--- src/sv/lbd_pkg.sv ---
// Shared types and constants for the literal and back-reference decompressor.
package lbd_pkg;

  localparam int HISTORY_DEPTH_DEF = 65536;
  localparam int QUEUE_DEPTH = 4;
  localparam logic [31:0] END_MARK = 32'hFFFF_FFFF;

  typedef enum logic [1:0] {
    ST_OK      = 2'd0,
    ST_PAST    = 2'd1,
    ST_FAR     = 2'd2,
    ST_REFUSED = 2'd3
  } status_t;

  typedef enum logic [1:0] {
    CMD_NONE = 2'd0,
    CMD_LIT  = 2'd1,
    CMD_COPY = 2'd2
  } cmd_kind_t;

  // One command per accepted input word; slots travel beside it.
  typedef struct packed {
    cmd_kind_t  kind;
    logic [7:0] lit;
    logic       busy;
    status_t    status;
  } cmd_t;

endpackage

--- src/sv/lbd_queue.sv ---
// Small register queue between the front end and the back end.
module lbd_queue #(
  parameter int W = 8,
  parameter int DEPTH = lbd_pkg::QUEUE_DEPTH
) (
  input  logic         clk,
  input  logic         rst,
  input  logic         push,
  input  logic [W-1:0] push_data,
  output logic         full,
  input  logic         pop,
  output logic [W-1:0] head,
  output logic         empty
);

  localparam int PW = (DEPTH > 1) ? $clog2(DEPTH) : 1;
  localparam int CW = $clog2(DEPTH + 1);

  logic [W-1:0]  entries [DEPTH];
  logic [PW-1:0] wp;
  logic [PW-1:0] rp;
  logic [CW-1:0] count;

  function automatic logic [PW-1:0] ptr_inc(input logic [PW-1:0] p);
    logic [PW-1:0] r;
    if (p == PW'(DEPTH - 1)) begin
      r = '0;
    end else begin
      r = p + 1'b1;
    end
    return r;
  endfunction

  assign full  = (count == CW'(DEPTH));
  assign empty = (count == '0);
  assign head  = entries[rp];

  always_ff @(posedge clk) begin
    if (push) begin
      entries[wp] <= push_data;
    end
  end

  always_ff @(posedge clk) begin
    if (rst) begin
      wp    <= '0;
      rp    <= '0;
      count <= '0;
    end else begin
      if (push) begin
        wp <= ptr_inc(wp);
      end
      if (pop) begin
        rp <= ptr_inc(rp);
      end
      if (push && !pop) begin
        count <= count + 1'b1;
      end else if (pop && !push) begin
        count <= count - 1'b1;
      end
    end
  end

endmodule

--- config.mk ---
export PLATFORM = sky130hd
export DESIGN_NAME = lbd_queue
export DESIGN_NICKNAME = d
export VERILOG_FILES = /design/src/sv/lbd_pkg.sv /design/src/sv/lbd_queue.sv
export SDC_FILE = /design/constraint.sdc
export NUM_CORES = 1
export LEC_CHECK = 0
export ABC_AREA = 1
export CAP_MARGIN = 20
export CORE_ASPECT_RATIO = 1.5
export CORE_MARGIN = 5
export CORE_UTILIZATION = 62
export CTS_CLUSTER_DIAMETER = 150
export DETAILED_ROUTE_END_ITERATION = 16
export DONT_BUFFER_PORTS = 1
export HOLD_SLACK_MARGIN = 0.12
export PLACE_DENSITY = 0.78
export SLEW_MARGIN = 20
export SYNTH_ARGS = -nofsm -noshare
export SYNTH_HDL_FRONTEND = slang
export SYNTH_SLANG_ARGS = --single-unit
--- constraint.sdc ---
create_clock -name clk -period 2.5 [get_ports clk]
set_input_delay 0.375 -clock clk [delete_from_list [all_inputs] [get_ports clk]]
set_output_delay 0.375 -clock clk [all_outputs]
set_load 0.01 [all_outputs]
# Word level (Yosys, flattened, before mapping)
# Memories as Yosys holds them, arrays and structs flattened. A register that Yosys moved wholly into a read port is not among the register bits.
# Index checks and enable logic that the tools add are counted.
totals:
  register_bits: 7
  word_cells: 25
  n_memories: 1
  ram_bits: 32
  output_inout_bits: 10
classes:
  n_mux: 8
  addsub: 4
  eq_ne: 3
  n_reduce_logical: 6
mem_list:
  columns: ["name", "words", "word_bits", "rd", "rd_ports_with_merged_regs", "wr", "line_no", "text"]
  rows:
  - ["entries", 4, 8, 1, 1, 1, "lbd_queue.sv:19", "logic [W-1:0] entries [DEPTH];"]
op_table:
  columns: ["operator", "count"]
  rows:
  - ["2-bit two-way mux", 4]
  - ["3-bit two-way mux", 2]
  - ["2-bit by 1-bit adder with 2-bit output, second input constant", 2]
  - ["2-bit == test, second input constant", 2]
  - ["3-bit by 1-bit adder with 3-bit output, second input constant", 1]
  - ["3-bit == test, second input constant", 1]
  - ["3-bit zero test", 1]
  - ["3-bit by 1-bit subtractor with 3-bit output, second input constant", 1]
  - ["1-bit logical AND", 2]
  - ["1-bit zero test", 2]
  - ["1-bit two-way mux", 2]
  - ["2-bit nonzero test", 1]

# Depth between registers and ports, before layout
depth:
  ltp_word: 4
  mapped_depth: 10
  mapped_depth_nobuf: 10

# Least setup slack after synthesis
# Ideal clock, no wire load.
synth_path:
  path_kind: "input port to flip-flop"
  startpoint: "in pop"
  endpoint: "reg count[2]"
  path_slack_ps: 1074
  cell_stages: 10
  required_ps: 2390
  setup_ps: 110
  t_arrival_ps: 1316
  path_cell_list: "inv_1 > ha_1 > inv_1 > fa_1 > inv_1 > nand2_1 > nand3_1 > nand2_1 > inv_1 > nor2_1"
synth_via:
  elab_chain_cells: 3
  elab_cells_between_ends: 5
synth_lines:
  columns: ["item", "line_no", "text"]
  rows:
  - ["start: declaration", "lbd_queue.sv:11", "input logic pop,"]
  - ["1-bit zero test", "lbd_queue.sv:56", "if (push && !pop) begin"]
  - ["1-bit logical AND", "lbd_queue.sv:56", null]
  - ["3-bit two-way mux / 2-bit nonzero test (equally long branches)", null, null]
  - ["end signal: assignment", "lbd_queue.sv:57", "count <= count + 1'b1;"]
  - ["end signal: assignment", "lbd_queue.sv:59", "count <= count - 1'b1;"]
  - ["end: declaration", "lbd_queue.sv:22", "logic [CW-1:0] count;"]
# Parallel ways exist; a longest one is shown, timed or not.
# A chain may end at the register's enable or synchronous reset.

==> impl_results.md <==
* CTS tree: built
* Post-synthesis net count at 154
* CP top delay family: flip-flops
* Worst slew pin tran at 0.491 ns
* Leakage at 0.679 nW
* Setup Fix Bufs, Post-CTS at 0
* DRT Pass-1 Iters at 4
* Via density at 5.30
* FMAX at 521 MHz
* Die X at 52.1 um
* Critical path fanouts, max at 17
* Worst setup EP type: output port
* Fin. max-slew vios at 0
* Gate power share at 9.0%
* GR Util met3 at 6.34%
* Critical path data arrival time at 1.54 ns
* Met1 usage at 15.3%
* First-pass GRT wire length at 4.24 mm
* Routing usage on met2 at 28.5%
* Max-slew headroom at 67.2%
* Total CTS buffers at 5
* Hold Violations, Final at 0
* CP Class: flop to output port
* CTS Hold Bufs at 0
* Clk_lat worst skew at 0.29 ns
* Clock transition at path regs at 0.08 ns
* Clock Power Share at 34.2%
* Status: finished, final reports clean
* Routed WL at 2.59 mm
* Synth area leader: edfxtp_1
* Switching power at 0.334 mW
* Worst hold path class: input pin to flop
* Vias post-DR at 944
* Area of the core at 2620 um^2
* Drt wl/cell at 14.5 um
* FILL cells at 183
* Flops & latches, synth at 41
* Post-Syn Instances at 135
* Final ANT Viol Nets at 0
* Global-route usage over all layers at 16.0%
* Initial Utilization at 63.1%
* # rows at 23
* Root Buffer: clkbuf_8
* Layout cell share with drive strength beyond 1 at 9.22%
* Seq pwr share at 56.8%
* Synth Flop Type: edfxtp_1
* Max Root-Sink Buffers at 2
* Initial antenna violation count at 0
* Multi-input logic area at 428 um^2
* Final cycle utilization of the critical path at 76.7%
* Pwr per Cell Area at 788 nW/um^2
* CTS sink cnt at 41
* Crit-path cells: inv_2 > o21ai_0 > o22ai_1
* Post-CTS sizing at 0
* Remaining DRCs at 0
* Area contributors post-synth: edfxtp_1 58%, dfxtp_1 11%, nor2_1 5.0%
* Grt ovf at 0
* Area Overhead vs Synth at 8.11%
* Max incr delay on CP at 0.63 ns
* Top cell type's share of synthesized area at 58.2%
* Max-Cap Viols at 0
* DP HPWL at 1.86 mm
* Largest net degree at the start of global routing at 18
* Sw Ratio at 23.8%
* RSZ-0062 raised after global routing: false
* Initial drt markers at 22
* Port Buffers at 0
* Setup_tns at 0 ns
* Critical Path RT at 2.12 ns
* Post-synth EDFFs at 32
* Unique cell type count in the Yosys netlist at 19
* Worst VDD drop at 0.546 mV
* Worst path slowest cell: dfxtp_1
* Seq/Total Area, Yosys at 69.1%
* Number of global-route vias before repair at 974
* Die height at 73.2 um
* Tmin final at 1.92 ns
* Bufs and invs on worst path at 1
* PnR Total Power at 1.41 mW
* CP startpoint kind: flop
* Synthesized area at 1650 um^2
* Storage cell area at 1140 um^2
* Syn avg cell area at 12.2 um^2
* Most frequent cell after synthesis: edfxtp_1
* Die area at 3820 um^2
* Asr flop ratio synth at 0%
* I/O Pins at 22
* # diodes at 0
* Final setup violation count at 0
* Internal Power at 1.07 mW
* H-tree depth at 2
* Synth top cells by count: 32 x edfxtp_1, 22 x nor2_1, 15 x inv_1, 15 x o21ai_0, 9 x dfxtp_1
* Synthesis Warnings at 0
* GRT Max-Usage Layer: met2
* Fin nets at 159
* Final clock skew at 0.00892 ns
* GPL Wtd Cong at 0.766
-- per-stage QoR --
step / worst slack, ns / cells / instance area [um^2] / hold WS, ns / utilization, %
detailed placement: 0.890 / 170 / 1680 / 0.451 / 64.0
global placement: 0.938 / 170 / 1680 / 0.450 / 64.0
floorplan: 1.07 / 135 / 1650 / 0.447 / -
finish: 0.582 / 178 / 1790 / 0.142 / 68.2
CTS: 0.567 / 178 / 1790 / 0.133 / 68.2
global route: 0.403 / 178 / 1790 / 0.139 / 68.2
-- layout by cell type, fill, tap and decap left out, drive strengths merged --
master    netlist  final
a21oi           3      3
clkbuf          0      6
clkinv          0      1
clkinvlp        0      1
dfxtp           9      9
edfxtp         32     32
fa              1      1
ha              6      6
inv            16     16
nand2           8      8
nand3           1      1
nand4           1      1
nor2           24     24
nor3            4      4
o21ai          19     19
o22ai           8      8
xor2            1      1
-- flip-flops by register name (all words and copies together) (netlist names), named ones only --
register and cells:
entries 32, rp 2, wp 2, count 3
-- worst paths after layout --
kind	start	end	slack, ns	cells after the start
worst max-delay path	flop	head[1]	0.58	3
worst min-delay path	rst	count[0]	0.14	1
worst max register to register	wp[1]	entries[1][1]	1.25	4
worst min register to register	wp[1]	wp[1]	0.54	2
-- worst register-to-register path, cell delays in order, from the launching register on --
cell and delay, ns:
dfxtp_1 0.33, inv_1 0.10, ha_1 0.15, nand2_1 0.05, inv_1 0.29
-- layout make-up --
class	instances	area share [%]
sequential	41	63.9
multi-input combinational	76	24.0
clock buffer	6	5.26
inverter	16	3.36
tap	37	2.59
clock inverter	2	0.911
-- metal layers --
metal	routed length, um	share of wire [%]
met4	53	2.1
met3	148	5.7
met2	1440	56
met5	0	0
met1	941	36
-- kinds of logic after synthesis --
group	synth area share, %
buffers and inverters	5.00
and+or+nand+nor	9.47
adders and majority gates	5.76
AOI/OAI and AO/OA	10.2
DFF	69.1
xor gates and xnor gates	0.530
-- power groups by stage --
| stage | Combinational [mW] | Clock [mW] | Sequential [mW] |
|---|---|---|---|
| finish | 0.127 | 0.482 | 0.798 |
| global placement | 0.120 | 0 | 0.812 |
| CTS | 0.129 | 0.488 | 0.799 |
| global route | 0.145 | 0.516 | 0.804 |
| detailed placement | 0.128 | 0 | 0.814 |
| floorplan | 0.110 | 0 | 0.806 |
No activity file was read; power rests on OpenSTA's default activity.
