[src/sv/lbd_pkg.sv]
// Shared types and constants for the literal and back-reference decompressor.
package lbd_pkg;

  localparam int HISTORY_DEPTH_DEF = 65536;
  localparam int QUEUE_DEPTH = 4;
  localparam logic [31:0] END_MARK = 32'hFFFF_FFFF;

  typedef enum logic [1:0] {
    ST_OK      = 2'd0,
    ST_PAST    = 2'd1,
    ST_FAR     = 2'd2,
    ST_REFUSED = 2'd3
  } status_t;

  typedef enum logic [1:0] {
    CMD_NONE = 2'd0,
    CMD_LIT  = 2'd1,
    CMD_COPY = 2'd2
  } cmd_kind_t;

  // One command per accepted input word; slots travel beside it.
  typedef struct packed {
    cmd_kind_t  kind;
    logic [7:0] lit;
    logic       busy;
    status_t    status;
  } cmd_t;

endpackage

[src/sv/lbd_front.sv]
// Front end: accepts input words, parses sections and issues commands.
module lbd_front #(
  parameter int HISTORY_DEPTH = lbd_pkg::HISTORY_DEPTH_DEF,
  parameter int AW = $clog2(HISTORY_DEPTH)
) (
  input  logic                clk,
  input  logic                rst,
  input  logic                s_tvalid,
  output logic                s_tready,
  input  logic [7:0]          s_tdata,
  input  logic                s_tuser,
  input  logic                q_full,
  output logic                q_push,
  output lbd_pkg::cmd_t       q_cmd,
  output logic [AW-1:0]       q_rd_slot,
  output logic [AW-1:0]       q_wr_slot
);

  typedef enum logic [2:0] {
    PH_LITLEN,
    PH_LITERAL,
    PH_OFFSET,
    PH_SIZE,
    PH_COPY
  } phase_t;

  phase_t        phase, phase_next;
  logic [31:0]   acc, acc_next;
  logic [1:0]    fcnt, fcnt_next;
  logic [31:0]   held_offset, held_offset_next;
  logic [31:0]   held_dist, held_dist_next;
  logic          far, far_next;
  logic [31:0]   remaining, remaining_next;
  logic [31:0]   wpos, wpos_next;
  logic [AW-1:0] wr_slot, wr_slot_next;
  logic [AW-1:0] src_slot, src_slot_next;

  logic        take;
  logic [31:0] word;
  logic        gdone;
  logic [31:0] wr_ext;
  logic [31:0] slot_sub;
  logic [31:0] slot_add;
  logic [32:0] ref_end;

  function automatic logic [AW-1:0] slot_inc(input logic [AW-1:0] s);
    logic [AW-1:0] r;
    if (s == AW'(HISTORY_DEPTH - 1)) begin
      r = '0;
    end else begin
      r = s + 1'b1;
    end
    return r;
  endfunction

  assign s_tready = !q_full;
  assign take     = s_tvalid && !q_full;
  assign q_push   = take;

  // little-endian field assembly
  assign word     = acc | (32'(s_tdata) << {fcnt, 3'b000});
  assign gdone    = (fcnt == 2'd3);
  assign wr_ext   = 32'(wr_slot);
  assign slot_sub = wr_ext - held_dist;
  assign slot_add = wr_ext + 32'(HISTORY_DEPTH) - held_dist;
  assign ref_end  = {1'b0, held_offset} + {1'b0, word};

  always_comb begin
    phase_next       = phase;
    acc_next         = acc;
    fcnt_next        = fcnt;
    held_offset_next = held_offset;
    held_dist_next   = held_dist;
    far_next         = far;
    remaining_next   = remaining;
    wpos_next        = wpos;
    wr_slot_next     = wr_slot;
    src_slot_next    = src_slot;
    q_cmd.kind       = lbd_pkg::CMD_NONE;
    q_cmd.lit        = 8'd0;
    q_cmd.busy       = 1'b0;
    q_cmd.status     = lbd_pkg::ST_OK;
    q_rd_slot        = src_slot;
    q_wr_slot        = wr_slot;

    if (take) begin
      if (s_tuser) begin
        if (phase == PH_COPY) begin
          q_cmd.kind     = lbd_pkg::CMD_COPY;
          wpos_next      = wpos + 32'd1;
          wr_slot_next   = slot_inc(wr_slot);
          src_slot_next  = slot_inc(src_slot);
          remaining_next = remaining - 32'd1;
          if (remaining == 32'd1) begin
            phase_next = PH_OFFSET;
          end else begin
            q_cmd.busy = 1'b1;
          end
        end
      end else begin
        case (phase)
          PH_COPY: begin
            q_cmd.status = lbd_pkg::ST_REFUSED;
            q_cmd.busy   = 1'b1;
          end
          PH_LITERAL: begin
            q_cmd.kind     = lbd_pkg::CMD_LIT;
            q_cmd.lit      = s_tdata;
            wpos_next      = wpos + 32'd1;
            wr_slot_next   = slot_inc(wr_slot);
            remaining_next = remaining - 32'd1;
            if (remaining == 32'd1) begin
              phase_next = PH_OFFSET;
            end
          end
          PH_LITLEN: begin
            fcnt_next = fcnt + 2'd1;
            if (gdone) begin
              acc_next       = '0;
              remaining_next = word;
              phase_next     = (word == 32'd0) ? PH_OFFSET : PH_LITERAL;
            end else begin
              acc_next = word;
            end
          end
          PH_OFFSET: begin
            fcnt_next = fcnt + 2'd1;
            if (gdone) begin
              acc_next = '0;
              if (word == lbd_pkg::END_MARK) begin
                phase_next = PH_LITLEN;
              end else begin
                held_offset_next = word;
                held_dist_next   = wpos - word;
                phase_next       = PH_SIZE;
              end
            end else begin
              acc_next = word;
            end
          end
          PH_SIZE: begin
            fcnt_next = fcnt + 2'd1;
            // resolve window check and source slot while size bytes arrive
            if (fcnt == 2'd0) begin
              far_next      = (held_dist > 32'(HISTORY_DEPTH));
              src_slot_next = (held_dist <= wr_ext) ? slot_sub[AW-1:0] : slot_add[AW-1:0];
            end
            if (gdone) begin
              acc_next   = '0;
              phase_next = PH_OFFSET;
              if (word == 32'd0) begin
                q_cmd.status = lbd_pkg::ST_OK;
              end else if (ref_end > {1'b0, wpos}) begin
                q_cmd.status = lbd_pkg::ST_PAST;
              end else if (far) begin
                q_cmd.status = lbd_pkg::ST_FAR;
              end else begin
                remaining_next = word;
                phase_next     = PH_COPY;
                q_cmd.busy     = 1'b1;
              end
            end else begin
              acc_next = word;
            end
          end
          default: begin
            phase_next = PH_LITLEN;
          end
        endcase
      end
    end
  end

  always_ff @(posedge clk) begin
    if (rst) begin
      phase       <= PH_LITLEN;
      acc         <= '0;
      fcnt        <= '0;
      held_offset <= '0;
      held_dist   <= '0;
      far         <= 1'b0;
      remaining   <= '0;
      wpos        <= '0;
      wr_slot     <= '0;
      src_slot    <= '0;
    end else begin
      phase       <= phase_next;
      acc         <= acc_next;
      fcnt        <= fcnt_next;
      held_offset <= held_offset_next;
      held_dist   <= held_dist_next;
      far         <= far_next;
      remaining   <= remaining_next;
      wpos        <= wpos_next;
      wr_slot     <= wr_slot_next;
      src_slot    <= src_slot_next;
    end
  end

endmodule

[config.mk]
export PLATFORM = sky130hd
export DESIGN_NAME = lbd_front
export DESIGN_NICKNAME = d
export VERILOG_FILES = /design/src/sv/lbd_pkg.sv /design/src/sv/lbd_front.sv
export SDC_FILE = /design/constraint.sdc
export NUM_CORES = 1
export LEC_CHECK = 0
export BUFFER_PORTS_ARGS = -buffer_cell sky130_fd_sc_hd__buf_2
export CORE_MARGIN = 10
export CORE_UTILIZATION = 50
export CTS_BUF_LIST = sky130_fd_sc_hd__clkbuf_8
export CTS_CLUSTER_SIZE = 10
export DETAILED_ROUTE_END_ITERATION = 12
export PLACE_DENSITY_LB_ADDON = 0.2
export REMOVE_ABC_BUFFERS = 1
export SLEW_MARGIN = 20
export SYNTH_ARGS = -nofsm -noshare
export SYNTH_HDL_FRONTEND = slang
export SYNTH_SLANG_ARGS = --single-unit
[constraint.sdc]
create_clock -name clk -period 21.7 [get_ports clk]
set_input_delay 4.34 -clock clk [delete_from_list [all_inputs] [get_ports clk]]
set_output_delay 4.34 -clock clk [all_outputs]
set_load 0.05 [all_outputs]
After elaboration in Yosys (flattened, before gate mapping)
Index checks and enable logic that the tools add are counted.

Register bits after elaboration: 198. Bits of input ports: 13. Output and inout port bits: 47.

$add $sub $neg: 10. Order comparisons: 3. Equality and inequality tests: 17. Shift operators: 1. Muxes and demuxes: 51. Bitwise operators: 3. Reductions and logical operators: 17.

Operators by type and width (count): $mux 32 (11); $mux 16 (10); $pmux 32 s3 (1); $add 16x1->16 const B (3); $add 32x32->33 (1); $gt 33x32->1 (1); $add 32x1->32 const B (1); $eq 16x16->1 const B (2); $eq 32x1->1 const B (1); $eq 32x32->1 const B (1); $gt 32x17->1 const B (1); $le 32x16->1 (1); $logic_not 32->1 (1); $or 32x32->32 (1); $shl 8x5->32 (1); $sub 16x16->16 (2); $sub 32x1->32 const B (1); $sub 32x32->32 (1); $mux 3 (10); $ne 3x3->1 const B (6); $mux 2 (8); $pmux 3 s5 (1); $mux 13 (1); $mux 9 (1); other kinds (23) (34).

Logic depth before layout (Yosys ltp)
Word-level depth: 10. Depth in mapped cells: 27. Depth with buffers taken out: 24.

Worst setup path before layout
No wires, ideal clock.

Path type: input port to output port. From: input s_tdata[5]. To: output q_cmd[2] (netlist name). Arrival: 9.559 ns. Data required time: 17.360 ns. Slack: 7.801 ns. Stages on the path: 22. Cells stage by stage: clkbuf_1 nor3b_1 nor2_1 inv_1 ha_1 or4_1 o22ai_1 o2111ai_1 a31oi_1 a21oi_1 a21o_1 a21oi_1 xnor2_1 ha_1 a2111oi_0 nand2_1 o22ai_1 nand2b_1 o31a_1 a21oi_1 a31oi_1 a211oi_1.

RTL lines: from (decl) (RTL line lbd_front.sv:10) `input logic [7:0] s_tdata,`; to (decl) (RTL line lbd_front.sv:14) `output lbd_pkg::cmd_t q_cmd,`.

==> impl_results.md <==
* Die width at 189.5 um
* Worst-skew pair later-pin latency at 0.51 ns
* Non-Filler Instances at 2281
* MaxCap Viol Count at 0
* Max Clock Freq at 0.06971 GHz
* Via count at 13.97k
* Initial drt markers at 1267
* Vias in the first global route at 13.07k
* Yosys Warn Count at 0
* Status: complete, no violations
* Largest stage delay, worst path at 0.41 ns
* Antenna violations before repair at 0
* Routability congestion estimate at 0.9758
* Final min period at 14.34 ns
* Placed cells at 2247
* Int Power at 530.8 uW
* Area Overhead vs Synth at 7.230%
* Logic pwr share at 16.6%
* Share of cells above drive strength 1 at 7.891%
* Post-synth ARST share at 0%
* Clock share of power at 34.5%
* CP Capture Type: output pin
* Worst-margin pin slew at 1.071 ns
* Core footprint at 0.02809 mm2
* Sw frac at 30.50%
* Sequential fraction of the synthesis area at 27.60%
* Fin. Hold Viols at 0
* Slew Limit Fails at 0
* DRT Pass-1 Iters at 7
* Power Density at 49.59 mW/mm2
* Worst min path class: register to register
* Post-CTS setup buffers at 0
* Initial cell density of the core at 51.14%
* Final hold slack at 0.4743 ns
* RSZ-0062 raised after global routing: no
* Setup_tns at 0 ns
* Dpl hpwl at 34220 um
* Clk buf depth at 2
* Most used DFF post-synth: dfxtp_1
* Worst-path clk slew at 0.11 ns
* IO Port Bufs at 59
* Crit path top cell by count: a21oi_1
* Cells after Synth at 1873
* Post-DR wirelength/cell at 19.86 um
* Sequential Power Share at 48.8%
* CP max stage cell: nor2_1
* Post-DRT Antenna Nets at 0
* First-pass GRT wire length at 71770 um
* Setup slack, reg-to-reg at 14.40 ns
* Cell row count at 61
* Final core occ at 54.83%
* Routed wire length at 45310 um
* Post-synth EDFFs at 0
* Final nets at 2024
* Worst-path maximum fanout at 7
* Crit share post-route at 66.10%
* DRC Markers at 0
* Worst EP required at 17.36 ns
* GRT overflow at 0
* CTS tree: yes
* Register bit count reported by yosys at 198
* Fill count at 2756
* Largest net degree at the start of global routing at 109
* Setup Skew at 0.02000 ns
* CTS Buf Count at 17
* Static Leak at 6.270 nW
* Yosys cell types at 85
* CTS resizes at 0
* P_sw at 232.9 uW
* Rel. slew slack at 28.06%
* Total die area at 0.03590 mm2
* Die Span Y at 189.5 um
* Total GRT Usage at 24.76%
* CP Cell Sequence: buf_2 -> nor3b_1 -> nor2_1 -> inv_1 -> ha_1 -> nand2_1 -> o21ai_0 -> o22ai_1 -> o2111ai_1 -> a31oi_1 -> a21oi_1 -> a21o_1 -> a21oi_1 -> xnor2_1 -> ha_1 -> a2111oi_0 -> nand2_1 -> o22ai_1 -> nand2b_1 -> o31a_1 -> a21oi_1 -> a31oi_1 -> a211oi_1 -> buf_2
* Fin area at 0.01540 mm2
* Placed Area at 0.01497 mm2
* Clock Sink Count at 198
* CTS Hold Bufs at 0
* Syn_area_per_cell at 7.668 um2
* CTS root buf: clkbuf_8
* Htree depth at 4
* Crit start category: input pin
* Via-to-Cell Ratio at 6.125
* Crit path kind: input pin to output pin
* IO Count at 60
* VDD IR max at 0.00004386 V
* Crit path DAT at 10.00 ns
* Synthesized area at 0.01436 mm2
* Setup-failing EPs final at 0
## cells by family (layout without fill, tap and decap cells)
| kind of cell | Yosys count | count (layout) | share of synthesized area, % |
|---|---|---|---|
| AO/OA/AOI/OAI | 525 | 525 | 24.24 |
| XOR/XNOR | 107 | 107 | 6.525 |
| adder cells (fa/ha/maj) | 123 | 123 | 10.87 |
| buffers and inverters | 202 | 230 | 5.541 |
| flip-flops | 198 | 198 | 27.60 |
| multiplexers | 25 | 25 | 1.751 |
| other | 0 | 2 | 0 |
| AND/OR/NAND/NOR | 693 | 693 | 23.47 |
## metrics by stage
stage,power [mW],setup slack (ns)
2_1_floorplan,0.4587,7.938
3_3_place_gp,0.5038,7.557
3_5_place_dp,0.5035,7.474
4_1_cts,0.7659,7.475
5_1_grt,0.7930,6.957
6_report,0.7637,7.355
## per-layer routing
layer	global-route usage [%]	wire length, um	share of wire, %
met2	38.25	20090	44
met1	31.78	20030	44
met3	7.516	3894	8.6
met5	0	0	0
met4	9.158	1297	2.9
## synth_stat cells (17+ instances only)
| master | n | area share [%] |
|---|---|---|
| a211oi_1 | 49 | 2.6 |
| a21o_1 | 27 | 1.4 |
| a21oi_1 | 146 | 5.1 |
| and2_1 | 18 | 0.78 |
| and3_1 | 19 | 0.83 |
| clkbuf_1 | 61 | 1.6 |
| dfxtp_1 | 198 | 28 |
| ha_1 | 120 | 10 |
| inv_1 | 116 | 3.0 |
| mux2i_1 | 24 | 1.7 |
| nand2_1 | 118 | 3.1 |
| nand2b_1 | 21 | 0.91 |
| nand3_1 | 42 | 1.5 |
| nand4_1 | 30 | 1.3 |
| nor2_1 | 248 | 6.5 |
| nor2b_1 | 17 | 0.74 |
| nor3_1 | 78 | 2.7 |
| nor4_1 | 28 | 1.2 |
| o21ai_0 | 99 | 3.4 |
| o22ai_1 | 21 | 0.91 |
| o31ai_1 | 17 | 0.89 |
| or3_1 | 24 | 1.0 |
| xnor2_1 | 66 | 4.0 |
| xor2_1 | 41 | 2.5 |
## critical path, delay by kind of cell
kind / cells / cell delay (ns)
buffers and inverters: 3 / 0.56
adder cells (fa/ha/maj): 2 / 0.68
AO/OA/AOI/OAI: 13 / 3.44
XOR/XNOR: 1 / 0.13
AND/OR/NAND/NOR: 5 / 0.87
## final timing paths
path / start / end / depth (start not counted)
setup reg to reg: fcnt[0] / remaining[22] / 24
setup / recovery: s_tdata[2] / q_cmd[2] / 24
hold reg to reg: remaining[12] / remaining[12] / 2
hold / removal: remaining[12] / remaining[12] / 2
## flip-flops by register name, indices dropped and copies added (netlist names)
| name | count |
|---|---|
| held_dist | 32 |
| q_rd_slot | 16 |
| phase | 3 |
| remaining | 32 |
| far | 1 |
| q_wr_slot | 16 |
| held_offset | 32 |
| acc | 32 |
| wpos | 32 |
| fcnt | 2 |
## power groups by stage
stage | Clock [mW] | Sequential (mW) | Combinational [mW]
5_1_grt | 0.281 | 0.374 | 0.138
4_1_cts | 0.270 | 0.373 | 0.123
6_report | 0.264 | 0.373 | 0.127
3_3_place_gp | 0 | 0.381 | 0.123
3_5_place_dp | 0 | 0.381 | 0.123
2_1_floorplan | 0 | 0.380 | 0.0788
## cell usage in the layout (no fill, tap or decap), types with 22 or more instances in the layout
| cell | Yosys | routed |
|---|---|---|
| xnor2_1 | 66 | 66 |
| nand2_1 | 118 | 117 |
| nor3_1 | 78 | 77 |
| o21ai_0 | 99 | 98 |
| nor4_1 | 28 | 28 |
| nor2_1 | 248 | 247 |
| inv_1 | 116 | 117 |
| nand3_1 | 42 | 42 |
| or3_1 | 24 | 24 |
| a21oi_1 | 146 | 145 |
| xor2_1 | 41 | 41 |
| ha_1 | 120 | 120 |
| dfxtp_1 | 198 | 198 |
| mux2i_1 | 24 | 24 |
| a21o_1 | 27 | 27 |
| nand4_1 | 30 | 30 |
| a211oi_1 | 49 | 48 |
| buf_4 | 2 | 22 |
| buf_2 | 12 | 58 |
## cell type report
| cell class | count | area (um2) | share of cell area, % |
|---|---|---|---|
| Multi-Input combinational cell | 1473 | 9627 | 62.51 |
| Sequential cell | 198 | 3964 | 25.74 |
| Tap cell | 378 | 473.0 | 3.071 |
| Timing Repair Buffer | 81 | 466.7 | 3.030 |
| Inverter | 117 | 439.2 | 2.852 |
| Clock buffer | 20 | 275.3 | 1.787 |
| Clock inverter | 12 | 151.4 | 0.9830 |
| Antenna cell | 2 | 5.005 | 0.03250 |
Power figures use the tool's default switching activity.
